File: config.mk
export PLATFORM = sky130hd
export DESIGN_NAME = decimal_scientific_parse
export DESIGN_NICKNAME = d
export VERILOG_FILES = /design/src/rtl/dsci_pkg.sv /design/src/rtl/dsci_core.sv /design/src/rtl/decimal_scientific_parse.sv
export SDC_FILE = /design/constraint.sdc
export NUM_CORES = 1
export LEC_CHECK = 0
export ABC_CLOCK_PERIOD_IN_PS = 7300
export BUFFER_PORTS_ARGS = -buffer_cell sky130_fd_sc_hd__buf_2
export CAP_MARGIN = 15
export CORE_AREA = 5 5 187 189
export DETAILED_ROUTE_END_ITERATION = 8
export DIE_AREA = 0 0 192 194
export PLACE_DENSITY_LB_ADDON = 0.1
export SLEW_MARGIN = 30
export SYNTH_ARGS = -nofsm -noshare
export SYNTH_HDL_FRONTEND = slang
export SYNTH_SLANG_ARGS = --single-unit
export TNS_END_PERCENT = 20
File: constraint.sdc
create_clock -name clk -period 7.3 [get_ports clk]
set_input_delay 0.73 -clock clk [delete_from_list [all_inputs] [get_ports clk]]
set_output_delay 0.73 -clock clk [all_outputs]
set_load 0.02 [all_outputs]
File: src/rtl/dsci_pkg.sv
`default_nettype none
package dsci_pkg;

	localparam int MANT_BITS_DEF = 64;
	localparam int EXP_W         = 14;
	localparam int FRAC_W        = 10;
	localparam int DEXP_W        = 15;
	localparam int EXPW_W        = 17;

	localparam logic [EXP_W-1:0]  EXP_MAX  = EXP_W'(9999);
	localparam logic [FRAC_W-1:0] FRAC_MAX = '1;

	localparam logic [7:0] CH_MINUS = 8'h2d;
	localparam logic [7:0] CH_PLUS  = 8'h2b;
	localparam logic [7:0] CH_POINT = 8'h2e;
	localparam logic [7:0] CH_UPPER_E = 8'h45;
	localparam logic [7:0] CH_LOWER_E = 8'h65;
	localparam logic [7:0] CH_ZERO  = 8'h30;
	localparam logic [7:0] CH_NINE  = 8'h39;
	localparam logic [7:0] CH_TAB   = 8'h09;
	localparam logic [7:0] CH_CR    = 8'h0d;
	localparam logic [7:0] CH_SPACE = 8'h20;

	typedef enum logic [2:0] {
		PH_WS      = 3'd0,
		PH_SIGN    = 3'd1,
		PH_INT     = 3'd2,
		PH_FRAC    = 3'd3,
		PH_EXP0    = 3'd4,
		PH_EXPSIGN = 3'd5,
		PH_EXPDIG  = 3'd6
	} phase_t;

endpackage
`default_nettype wire

File: src/rtl/dsci_core.sv
`default_nettype none
module dsci_core #(
	parameter int MANT_BITS = dsci_pkg::MANT_BITS_DEF
) (
	input  wire logic                        clk,
	input  wire logic                        arst_n,
	input  wire logic                        ch_valid,
	input  wire logic [7:0]                  ch,
	output logic                             emit,
	output logic                             negative,
	output logic [MANT_BITS-1:0]             mantissa,
	output logic [dsci_pkg::DEXP_W-1:0]      dec_exponent,
	output logic                             saturated
);
	import dsci_pkg::*;

	phase_t                phase_q, phase_d;
	logic                  sign_neg_q, sign_neg_d;
	logic [MANT_BITS-1:0]  acc_q, acc_d;
	logic [FRAC_W-1:0]     frac_q, frac_d;
	logic                  exp_neg_q, exp_neg_d;
	logic [EXP_W-1:0]      exp_q, exp_d;
	logic                  sat_q, sat_d;

	logic                  is_dig, is_e, is_ws, is_sign, is_dot;
	logic [3:0]            dval;
	logic [MANT_BITS+3:0]  mant_wide;
	logic                  mant_ovf;
	logic [EXPW_W-1:0]     exp_wide;
	logic                  exp_ovf;
	logic [DEXP_W-1:0]     exp_signed;

	assign is_dig  = (ch >= CH_ZERO) && (ch <= CH_NINE);
	assign is_e    = (ch == CH_UPPER_E) || (ch == CH_LOWER_E);
	assign is_ws   = ((ch >= CH_TAB) && (ch <= CH_CR)) || (ch == CH_SPACE);
	assign is_sign = (ch == CH_MINUS) || (ch == CH_PLUS);
	assign is_dot  = (ch == CH_POINT);
	assign dval    = is_dig ? 4'(ch - CH_ZERO) : 4'd0;

	// acc*10 + d; any bit above the mantissa width means overflow
	assign mant_wide = {1'b0, acc_q, 3'b000} + {3'b000, acc_q, 1'b0}
		+ {{MANT_BITS{1'b0}}, dval};
	assign mant_ovf  = |mant_wide[MANT_BITS+3:MANT_BITS];

	assign exp_wide = {exp_q, 3'b000} + {2'b00, exp_q, 1'b0} + {13'd0, dval};
	assign exp_ovf  = exp_wide > {3'b000, EXP_MAX};

	// Outputs: terminating character detection and result fields
	always_comb begin
		case (phase_q)
			PH_WS:                 emit = !is_ws && !is_sign && !is_dig && !is_dot && !is_e;
			PH_SIGN, PH_INT:       emit = !is_dig && !is_dot && !is_e;
			PH_FRAC:               emit = !is_dig && !is_e;
			PH_EXP0:               emit = !is_sign && !is_dig;
			PH_EXPSIGN, PH_EXPDIG: emit = !is_dig;
			default:               emit = 1'b1;
		endcase
	end

	always_comb begin
		exp_signed   = exp_neg_q ? (DEXP_W'(0) - {1'b0, exp_q}) : {1'b0, exp_q};
		dec_exponent = exp_signed - {{(DEXP_W-FRAC_W){1'b0}}, frac_q};
		negative     = sign_neg_q;
		mantissa     = acc_q;
		saturated    = sat_q;
	end

	// Next state
	always_comb begin
		phase_d    = phase_q;
		sign_neg_d = sign_neg_q;
		acc_d      = acc_q;
		frac_d     = frac_q;
		exp_neg_d  = exp_neg_q;
		exp_d      = exp_q;
		sat_d      = sat_q;
		if (emit) begin
			phase_d    = PH_WS;
			sign_neg_d = 1'b0;
			acc_d      = '0;
			frac_d     = '0;
			exp_neg_d  = 1'b0;
			exp_d      = '0;
			sat_d      = 1'b0;
		end else begin
			case (phase_q)
				PH_WS, PH_SIGN, PH_INT: begin
					if (phase_q == PH_WS && is_ws) begin
						phase_d = PH_WS;
					end else if (phase_q == PH_WS && is_sign) begin
						sign_neg_d = (ch == CH_MINUS);
						phase_d    = PH_SIGN;
					end else if (is_dig) begin
						acc_d   = mant_ovf ? '1 : mant_wide[MANT_BITS-1:0];
						sat_d   = sat_q | mant_ovf;
						phase_d = PH_INT;
					end else if (is_dot) begin
						phase_d = PH_FRAC;
					end else begin
						phase_d = PH_EXP0;
					end
				end
				PH_FRAC: begin
					if (is_dig) begin
						acc_d = mant_ovf ? '1 : mant_wide[MANT_BITS-1:0];
						if (frac_q == FRAC_MAX) begin
							sat_d = 1'b1;
						end else begin
							frac_d = frac_q + FRAC_W'(1);
							sat_d  = sat_q | mant_ovf;
						end
					end else begin
						phase_d = PH_EXP0;
					end
				end
				PH_EXP0, PH_EXPSIGN, PH_EXPDIG: begin
					if (phase_q == PH_EXP0 && is_sign) begin
						exp_neg_d = (ch == CH_MINUS);
						phase_d   = PH_EXPSIGN;
					end else begin
						exp_d   = exp_ovf ? EXP_MAX : exp_wide[EXP_W-1:0];
						sat_d   = sat_q | exp_ovf;
						phase_d = PH_EXPDIG;
					end
				end
				default: phase_d = PH_WS;
			endcase
		end
	end

	always_ff @(posedge clk or negedge arst_n) begin
		if (!arst_n) begin
			phase_q    <= PH_WS;
			sign_neg_q <= 1'b0;
			acc_q      <= '0;
			frac_q     <= '0;
			exp_neg_q  <= 1'b0;
			exp_q      <= '0;
			sat_q      <= 1'b0;
		end else if (ch_valid) begin
			phase_q    <= phase_d;
			sign_neg_q <= sign_neg_d;
			acc_q      <= acc_d;
			frac_q     <= frac_d;
			exp_neg_q  <= exp_neg_d;
			exp_q      <= exp_d;
			sat_q      <= sat_d;
		end
	end

endmodule
`default_nettype wire

File: src/rtl/decimal_scientific_parse.sv
// Streaming decimal parser with scientific notation.
// Input channel s_axis_*: one ASCII character per beat in tdata[7:0].
// Output channel m_axis_*: one beat per parsed number, sent when the first
// character that does not fit the number form is accepted. That character
// is consumed; parsing restarts with the next beat.
// The result is registered into the output slot, or into the skid entry if stalled.
// Throughput: one character per cycle while s_axis_tready is high; the digit
// accumulate (times ten plus digit over the mantissa width) sets the critical path.
// Stall: an output register plus one skid entry hold results, so input is
// still taken while one result waits; s_axis_tready falls only when both
// are full and rises again the cycle after m_axis_tready is seen.
// Reset (arst_n low): parser returns to the leading-whitespace phase with
// all accumulators cleared, and both result slots are emptied.
// Result fields: negative sign, MANT_BITS-bit mantissa (saturating), a
// 15-bit two's complement base-ten exponent, and a saturation flag.
`default_nettype none
module decimal_scientific_parse #(
	parameter int MANT_BITS = dsci_pkg::MANT_BITS_DEF,
	localparam int OUT_W    = ((MANT_BITS + dsci_pkg::DEXP_W + 2 + 7) / 8) * 8
) (
	input  wire logic             clk,
	input  wire logic             arst_n,
	input  wire logic             s_axis_tvalid,
	output logic                  s_axis_tready,
	input  wire logic [7:0]       s_axis_tdata,   // [7:0] ch
	output logic                  m_axis_tvalid,
	input  wire logic             m_axis_tready,
	output logic [OUT_W-1:0]      m_axis_tdata    // negative, mantissa, dec_exponent, saturated
);
	import dsci_pkg::*;

	localparam int RES_W = MANT_BITS + DEXP_W + 2;

	logic                 accept;
	logic                 emit;
	logic                 negative;
	logic [MANT_BITS-1:0] mantissa;
	logic [DEXP_W-1:0]    dec_exponent;
	logic                 saturated;
	logic [RES_W-1:0]     res;

	logic                 out_valid_q, skid_valid_q;
	logic [RES_W-1:0]     out_data_q, skid_data_q;

	assign s_axis_tready = !skid_valid_q;
	assign accept        = s_axis_tvalid && s_axis_tready;

	dsci_core #(.MANT_BITS(MANT_BITS)) u_core (
		.clk          (clk),
		.arst_n       (arst_n),
		.ch_valid     (accept),
		.ch           (s_axis_tdata),
		.emit         (emit),
		.negative     (negative),
		.mantissa     (mantissa),
		.dec_exponent (dec_exponent),
		.saturated    (saturated)
	);

	assign res = {saturated, dec_exponent, mantissa, negative};

	always_ff @(posedge clk or negedge arst_n) begin
		if (!arst_n) begin
			out_valid_q  <= 1'b0;
			skid_valid_q <= 1'b0;
		end else if (skid_valid_q) begin
			// drain the skid entry into the output slot
			if (m_axis_tready) begin
				skid_valid_q <= 1'b0;
			end
		end else if (accept && emit) begin
			if (out_valid_q && !m_axis_tready) begin
				skid_valid_q <= 1'b1;
			end else begin
				out_valid_q <= 1'b1;
			end
		end else if (m_axis_tready) begin
			out_valid_q <= 1'b0;
		end
	end

	always_ff @(posedge clk) begin
		if (skid_valid_q) begin
			if (m_axis_tready) begin
				out_data_q <= skid_data_q;
			end
		end else if (accept && emit) begin
			if (out_valid_q && !m_axis_tready) begin
				skid_data_q <= res;
			end else begin
				out_data_q <= res;
			end
		end
	end

	assign m_axis_tvalid = out_valid_q;
	assign m_axis_tdata  = {{(OUT_W-RES_W){1'b0}}, out_data_q};

endmodule
`default_nettype wire

==> results.ini, run 1 <==
[run_status]
status = completed

[sta]
fin_crit_ns = 5.57
slew_headroom_pct = 38.3
rsz0062_at_grt = no
finalWorstSetupSlack_ns = 1.73
report.final.slew_viol_count = 0
setup_viol_count_final = 0
period_share_pct = 76.4
tns_ns = 0
finClkSkew_ns = 0.0116
tightestPinTransition_ns = 0.925
hold_viol = 0
fmax_mhz = 179

[setup_path]
reg2regPathDepth = 13
critPathTopFamily = compound AO/OA/AOI/OAI gates
reg2reg_to = u_core.mantissa[22]$_DFFE_PN0P_
r2r_start = u_core.mantissa[37]$_DFFE_PN0P_
reg2reg_slack_ns = 2.44
crit_end = u_core.mantissa[22]$_DFFE_PN0P_
cp.arrival_ns = 5.95
cp_num_buf_inv = 2
cp_slowest_stage_delay_ns = 0.75
start_kind = input port
path_class = input port to flop
crit_start = s_axis_tdata[1]
path_depth = 19
crit_path_end_kind = flop
crit_required_ns = 7.68
crit_path_cell_trace = buf_2 -> o21ai_0 -> nand2_1 -> nor2_1 -> nand2_1 -> xnor2_1 -> ha_1 -> ha_1 -> a211oi_1 -> o211ai_1 -> a32oi_2 -> o21ai_2 -> a31oi_4 -> and4b_1 -> or3_1 -> a221oi_2 -> and2_2 -> buf_12 -> a31oi_1
crit_slowest_cell = and2_2
critPathMaxFanout = 36

[synthesis]
ys.flop_type = edfxtp_1
synth_mux_area_share_pct = 5.09
ys_ff_latch = 258
ys_warn_count = 0
synth_top_family_by_area = compound AO/OA/AOI/OAI gates
synth-edff-count = 162
synthArstFlopShare_pct = 37.2
yosysUniqueCellTypes = 71
yosys.area_share.simple_pct = 9.98
syn_area_per_cell_um2 = 10.5
syn_area_mm2 = 0.0164
yosys.area_share.adder_pct = 13.2
ys_seq_area_share_pct = 44.4
synth_compound_area_share_pct = 18.4
synth_xor_area_share_pct = 5.52
syn_inst = 1552

[clock_network]
htreeDepth = 1
cts_tree = yes
clock_sinks = 258
cts.clk_slew.worst_paths_ns = 0.06
cts.path.max_buffers = 3
cts_hold_buf = 0
cts_setup_buffers = 0
insertion_delay_ns = 0.55
cts_root_buf = clkbuf_16
numCtsBuffers = 28
cts_resized = 0

[detailed_routing]
first_pass_iters = 5
vias = 12142
vias_per_cell = 5.83
drc = 0
drtAntennaViolNets = 0
wl_per_cell_um = 17.9
drt-initial-drc-count = 763
wirelength_um = 37200

[power]
pwr-share-seq_pct = 43.0
power_density_mw_per_mm2 = 270
power.leakage_nw = 8.13
p_int_w = 0.00322
switching_power_w = 0.00166
combPwrFrac_pct = 28.7
netSwitchingFraction_pct = 34.0
vdd.ir_drop.worst_mv = 0.166
clock_power_share_pct = 28.3

[grt]
grtUsageTotal_pct = 19.8
antenna_found_initial = 0
grt_max_degree = 119
grt_pass1_wl_um = 61900
gr-total-overflow = 0
grt_pass1_vias = 12150

[flow_run]
maxCapViolCount = 0

[layout]
area_growth_pct = 10.4
layout-drive-gt1-share_pct = 14.8
antenna_cells = 0
final_common_cell = ha_1
finish.net_count = 1797
final_cell_mix = ha_1, a21oi_1, edfxtp_1, nand2_1, dfrtp_1

[floorplanning]
fp.coreArea_mm2 = 0.0331
die_area_mm2 = 0.0372
std_cell_rows = 67
initial_utilization_pct = 49.4
io_pins = 102
die_y_um = 194
die_x_um = 192

[placement]
post-dp-hpwl_um = 27300
port-buffer-count = 94
gp_congestion = 0.919
pre_cts_ws_ns = 1.16

[worst_hold_path]
hold_path.class = input port to async pin

final cells by class:
class / count / area (um^2)
clock buffers: 38 / 759
clock inverters: 14 / 136
fillers: 2916 / 15100
inverters: 44 / 165
multi-input cells: 1177 / 8600
flip-flops and latches: 258 / 7270
well taps: 448 / 561
repair buffers: 105 / 572
cells by family (layout without fill, tap and decap cells):
family | Yosys count | count (layout)
AOI/OAI and AO/OA | 478 | 478
xor gates and xnor gates | 103 | 103
adders and majority gates | 171 | 171
buffers and inverters | 123 | 201
DFF | 258 | 258
muxes | 74 | 74
other | 1 | 7
and+or+nand+nor | 344 | 344
state kept, by name, indices dropped and copies added, names as in the netlist, 3 cells and up:
| register | count |
|---|---|
| u_core.exp_q | 14 |
| skid_data_q | 81 |
| out_data_q | 81 |
| u_core.phase_q | 3 |
| u_core.frac_q | 10 |
| u_core.mantissa | 64 |
cells in the mapped netlist, drive strengths merged, types with 3 or more instances:
| master | count | area, um^2 |
|---|---|---|
| ha | 168 | 2100 |
| a21oi | 167 | 836 |
| edfxtp | 162 | 4860 |
| nand2 | 119 | 447 |
| dfrtp | 96 | 2400 |
| a31oi | 76 | 490 |
| nor2 | 75 | 282 |
| o21ai | 75 | 379 |
| mux2 | 73 | 822 |
| clkbuf | 65 | 244 |
| xnor2 | 62 | 543 |
| a21o | 45 | 338 |
| inv | 44 | 165 |
| xor2 | 41 | 359 |
| nand3 | 28 | 140 |
| nand4 | 22 | 138 |
| nor3 | 21 | 105 |
| o31ai | 15 | 113 |
| buf | 14 | 131 |
| nand2b | 14 | 87.6 |
| nor2b | 13 | 81.3 |
| nor4 | 13 | 81.3 |
| o21a | 13 | 97.6 |
| and2 | 9 | 56.3 |
| and3 | 9 | 56.3 |
| o21bai | 9 | 67.6 |
| a22o | 8 | 70.1 |
| o211ai | 8 | 60.1 |
| a31o | 7 | 61.3 |
| o41ai | 7 | 68.8 |
| or3 | 7 | 43.8 |
| a211o | 6 | 52.6 |
| a211oi | 6 | 45.0 |
| a21boi | 6 | 45.0 |
| nand4b | 4 | 35.0 |
| a41oi | 3 | 26.3 |
| fa | 3 | 60.1 |
| nor4b | 3 | 26.3 |
worst min path at each step:
stage                                                  to  depth (start not counted)                         start  slack [ns]
after floorplan                 m_axis_tvalid$_DFFE_PN0P_                          0                        arst_n        0.43
after global placement           skid_data_q[0]$_DFFE_PP_                          0   u_core.negative$_DFFE_PN0P_        0.47
after detailed placement        skid_data_q[80]$_DFFE_PP_                          0  u_core.saturated$_DFFE_PN0P_        0.48
after CTS                 u_core.mantissa[35]$_DFFE_PN0P_                          1                        arst_n        0.16
after global routing      u_core.mantissa[35]$_DFFE_PN0P_                          1                        arst_n        0.18
final                     u_core.mantissa[35]$_DFFE_PN0P_                          1                        arst_n        0.15
power groups by stage:
stage / sequential (W) / clock [W] / combinational, W
6_report: 0.00209 / 0.00138 / 0.00140
5_1_grt: 0.00213 / 0.00148 / 0.00154
4_1_cts: 0.00210 / 0.00142 / 0.00143
3_5_place_dp: 0.00213 / 0 / 0.00142
3_3_place_gp: 0.00212 / 0 / 0.00141
2_1_floorplan: 0.00236 / 0 / 0.000759
routing by layer:
metal | vias up | GRT usage, % | part of all wire, %
met1 | 5877 | 27.8 | 47
li1 | 5980 | - | -
met2 | 242 | 33.7 | 48
met3 | 43 | 2.23 | 3.9
met5 | - | 0 | 0
met4 | 0 | 3.41 | 1.2
per-stage QoR:
stage	utilization [%]	hold slack (ns)	instance area [um^2]	power [W]	instances
3_3_place_gp	51.8	0.472	17200	0.00353	2032
3_5_place_dp	51.8	0.477	17200	0.00355	2032
5_1_grt	54.5	0.177	18100	0.00514	2084
2_1_floorplan	-	0.434	16400	0.00312	1558
4_1_cts	54.5	0.156	18100	0.00494	2084
6_report	54.5	0.154	18100	0.00487	2084
No activity file was read; power rests on OpenSTA's default activity.
==> run 2: changes to the inputs <==
--- a/config.mk
+++ b/config.mk
@@ -5,12 +5,13 @@
 export SDC_FILE = /design/constraint.sdc
 export NUM_CORES = 1
 export LEC_CHECK = 0
-export ABC_CLOCK_PERIOD_IN_PS = 7300
+export ABC_AREA = 1
+export ABC_CLOCK_PERIOD_IN_PS = 5000
 export BUFFER_PORTS_ARGS = -buffer_cell sky130_fd_sc_hd__buf_2
 export CAP_MARGIN = 15
-export CORE_AREA = 5 5 187 189
+export CORE_AREA = 5 5 197 199
 export DETAILED_ROUTE_END_ITERATION = 8
-export DIE_AREA = 0 0 192 194
+export DIE_AREA = 0 0 202 204
 export PLACE_DENSITY_LB_ADDON = 0.1
 export SLEW_MARGIN = 30
 export SYNTH_ARGS = -nofsm -noshare
==> constraint.sdc (replaced) <==
create_clock -name clk -period 5 [get_ports clk]
set_input_delay 0.5 -clock clk [delete_from_list [all_inputs] [get_ports clk]]
set_output_delay 0.5 -clock clk [all_outputs]
set_load 0.02 [all_outputs]
==> run 2 against run 1 <==
  * Sequential cell count did not move
  * Sequential share of layout area fell by 4.0 points
  * Die area rose by 11%
  * Clock power rose by 44%
  * Power rose by 31%
  * Area after synthesis rose by 11%
  * Largest power group unchanged
  * Non-clock buffer count rose by 6
  * Hold slack improved by 0.0090 ns
  * Critical path depth rose by 10
  * Combinational power rose by 6%
==> results.ini, run 2 <==
[layout]
stdcell_area_mm2 = 0.0201
seq_area_mm2 = 0.00727
multiInputGateArea_mm2 = 0.00951
layout-drive-gt1-share_pct = 7.94
instances_no_fill = 2968
fill_cells = 3583
area_growth_pct = 10.1
final_common_cell = nand2_1
finish.net_count = 2658
final_cell_mix = nand2_1, inv_1, nor2_1, ha_1, edfxtp_1
antenna_cells = 0

[clock_network]
htreeDepth = 1
cts_tree = yes
insertion_delay_ns = 0.55
cts.path.max_buffers = 3
clock_sinks = 258
cts.clk_slew.worst_paths_ns = 0.06
cts_root_buf = clkbuf_16
numCtsBuffers = 27

[power]
vdd.ir_drop.worst_mv = 0.302
power_density_mw_per_mm2 = 319
power.leakage_nw = 10.8

[detailed_routing]
drt-initial-drc-count = 876
wl_per_cell_um = 16.6
wirelength_um = 49300
first_pass_iters = 5
drtAntennaViolNets = 0
vias = 15132
vias_per_cell = 5.10
drc = 0

[sta]
finClkSkew_ns = 0.0143
slew_headroom_pct = 50.2
hold_viol = 0
tightestPinTransition_ns = 0.746
report.final.slew_viol_count = 0
setup_viol_count_final = 0
fin_crit_ns = 3.97
finalWorstSetupSlack_ns = 1.03
tns_ns = 0
fmax_mhz = 252
rsz0062_at_grt = no
period_share_pct = 79.4

[synthesis]
ys_ff_latch = 258
synth_commonest_cells = nand2_1, inv_1, nor2_1
synth_area_leader_cell = edfxtp_1
ys_seq_area_share_pct = 39.9
yosysUniqueCellTypes = 45
syn_area_mm2 = 0.0182
synth_area_leaders = edfxtp_1, nand2_1, dfrtp_1
yosysMostFrequentCell = nand2_1
ys_warn_count = 0
synthArstFlopShare_pct = 37.2
ys.flop_type = edfxtp_1
synth-edff-count = 162
synth_top_area_share_pct = 26.7
syn_area_per_cell_um2 = 7.65
syn_inst = 2380

[placement]
pre_cts_ws_ns = 0.508
gp_congestion = 0.955
port-buffer-count = 94
place_area_mm2 = 0.0192
place_inst = 2919
post-dp-hpwl_um = 38900

[grt]
grtUsageTotal_pct = 24.0
grt_pass1_vias = 15404
gr-total-overflow = 0
antenna_found_initial = 0
grt_pass1_wl_um = 80400
grt_max_degree = 71

[setup_path]
cpMostUsedCell = nand2_1
path_class = input port to flop
crit_slowest_cell = fa_1
crit_path_end_kind = flop
critPathMaxFanout = 27
start_kind = input port
crit_required_ns = 5.41
cp_slowest_stage_delay_ns = 0.47
cp.arrival_ns = 4.38

[floorplanning]
io_pins = 102
die_y_um = 204
std_cell_rows = 71
die_x_um = 202
die_area_mm2 = 0.0412
initial_utilization_pct = 49.1
fp.coreArea_mm2 = 0.0370

[flow_run]
maxCapViolCount = 0

[run_status]
status = completed

[worst_hold_path]
hold_path.class = input port to flop

==> run 2: area by class of cell <==
cell class,instances,area share [%]
multi-input combinational,1760,47.4
sequential,258,36.3
inverter,317,5.93
clock buffer,38,3.83
timing repair buffer,111,3.07
tap,474,2.96
clock inverter,10,0.537
==> run 2: per-layer routing <==
layer	GRT usage, %	up-vias	share of wire, %
li1	-	7888	-
met1	33.0	6928	48
met2	40.2	242	45
met3	3.11	74	4.1
met4	6.81	0	2.8
met5	0	-	0
==> run 2: critical path, delay by kind of cell <==
| family | cells | cell delay (ns) |
|---|---|---|
| compound gates | 2 | 0.26 |
| buf+inv | 7 | 0.83 |
| simple gates | 17 | 1.81 |
| xor+xnor | 1 | 0.17 |
| fa+ha+maj | 2 | 0.77 |
==> run 2: worst paths after layout <==
path | startpoint | to | slack, ns | cells past startpoint
worst max-delay path | s_axis_tdata[7] | u_core.mantissa[32]$_DFFE_PN0P_ | 1.03 | 29
worst min-delay path | m_axis_tready | skid_valid_q$_DFF_PN0_ | 0.16 | 2
worst max register to register | u_core.mantissa[1]$_DFFE_PN0P_ | u_core.mantissa[32]$_DFFE_PN0P_ | 1.41 | 21
worst min register to register | u_core.negative$_DFFE_PN0P_ | skid_data_q[0]$_DFFE_PP_ | 0.46 | 0
max in group asynchronous | arst_n | u_core.mantissa[42]$_DFFE_PN0P_ | 3.28 | 3
min in group asynchronous | arst_n | m_axis_tvalid$_DFFE_PN0P_ | 0.52 | 2
==> run 2: cells by family after synthesis <==
family          Yosys count  share of synthesized area [%]
simple gates           1218                           27.5
xor+xnor                 79                           3.80
flops                   258                           39.9
fa+ha+maj               171                           11.9
buf+inv                 368                           8.12
other cells               1                         0.0206
compound gates          285                           8.80
==> run 2: per-stage QoR <==
step                hold slack, ns  utilization [%]  power, W
CTS                          0.141             54.1   0.00648
floorplan                    0.204                -   0.00397
global placement             0.433             51.7   0.00446
detailed placement           0.444             51.7   0.00447
finish                       0.163             54.1   0.00639
global route                 0.158             54.1   0.00672
==> run 2: report_power, final <==
part | switching, W | internal (W)
registers | 0.000140 | 0.00278
clock network | 0.000822 | 0.00117
logic | 0.00112 | 0.000363
total | 0.00208 | 0.00432
==> run 2: repair_timing <==
item	4_1_cts	5_1_grt
gates resized for setup	0	0
hold buffers	1	0
hold endpoints to repair	42	0
setup buffers	0	0
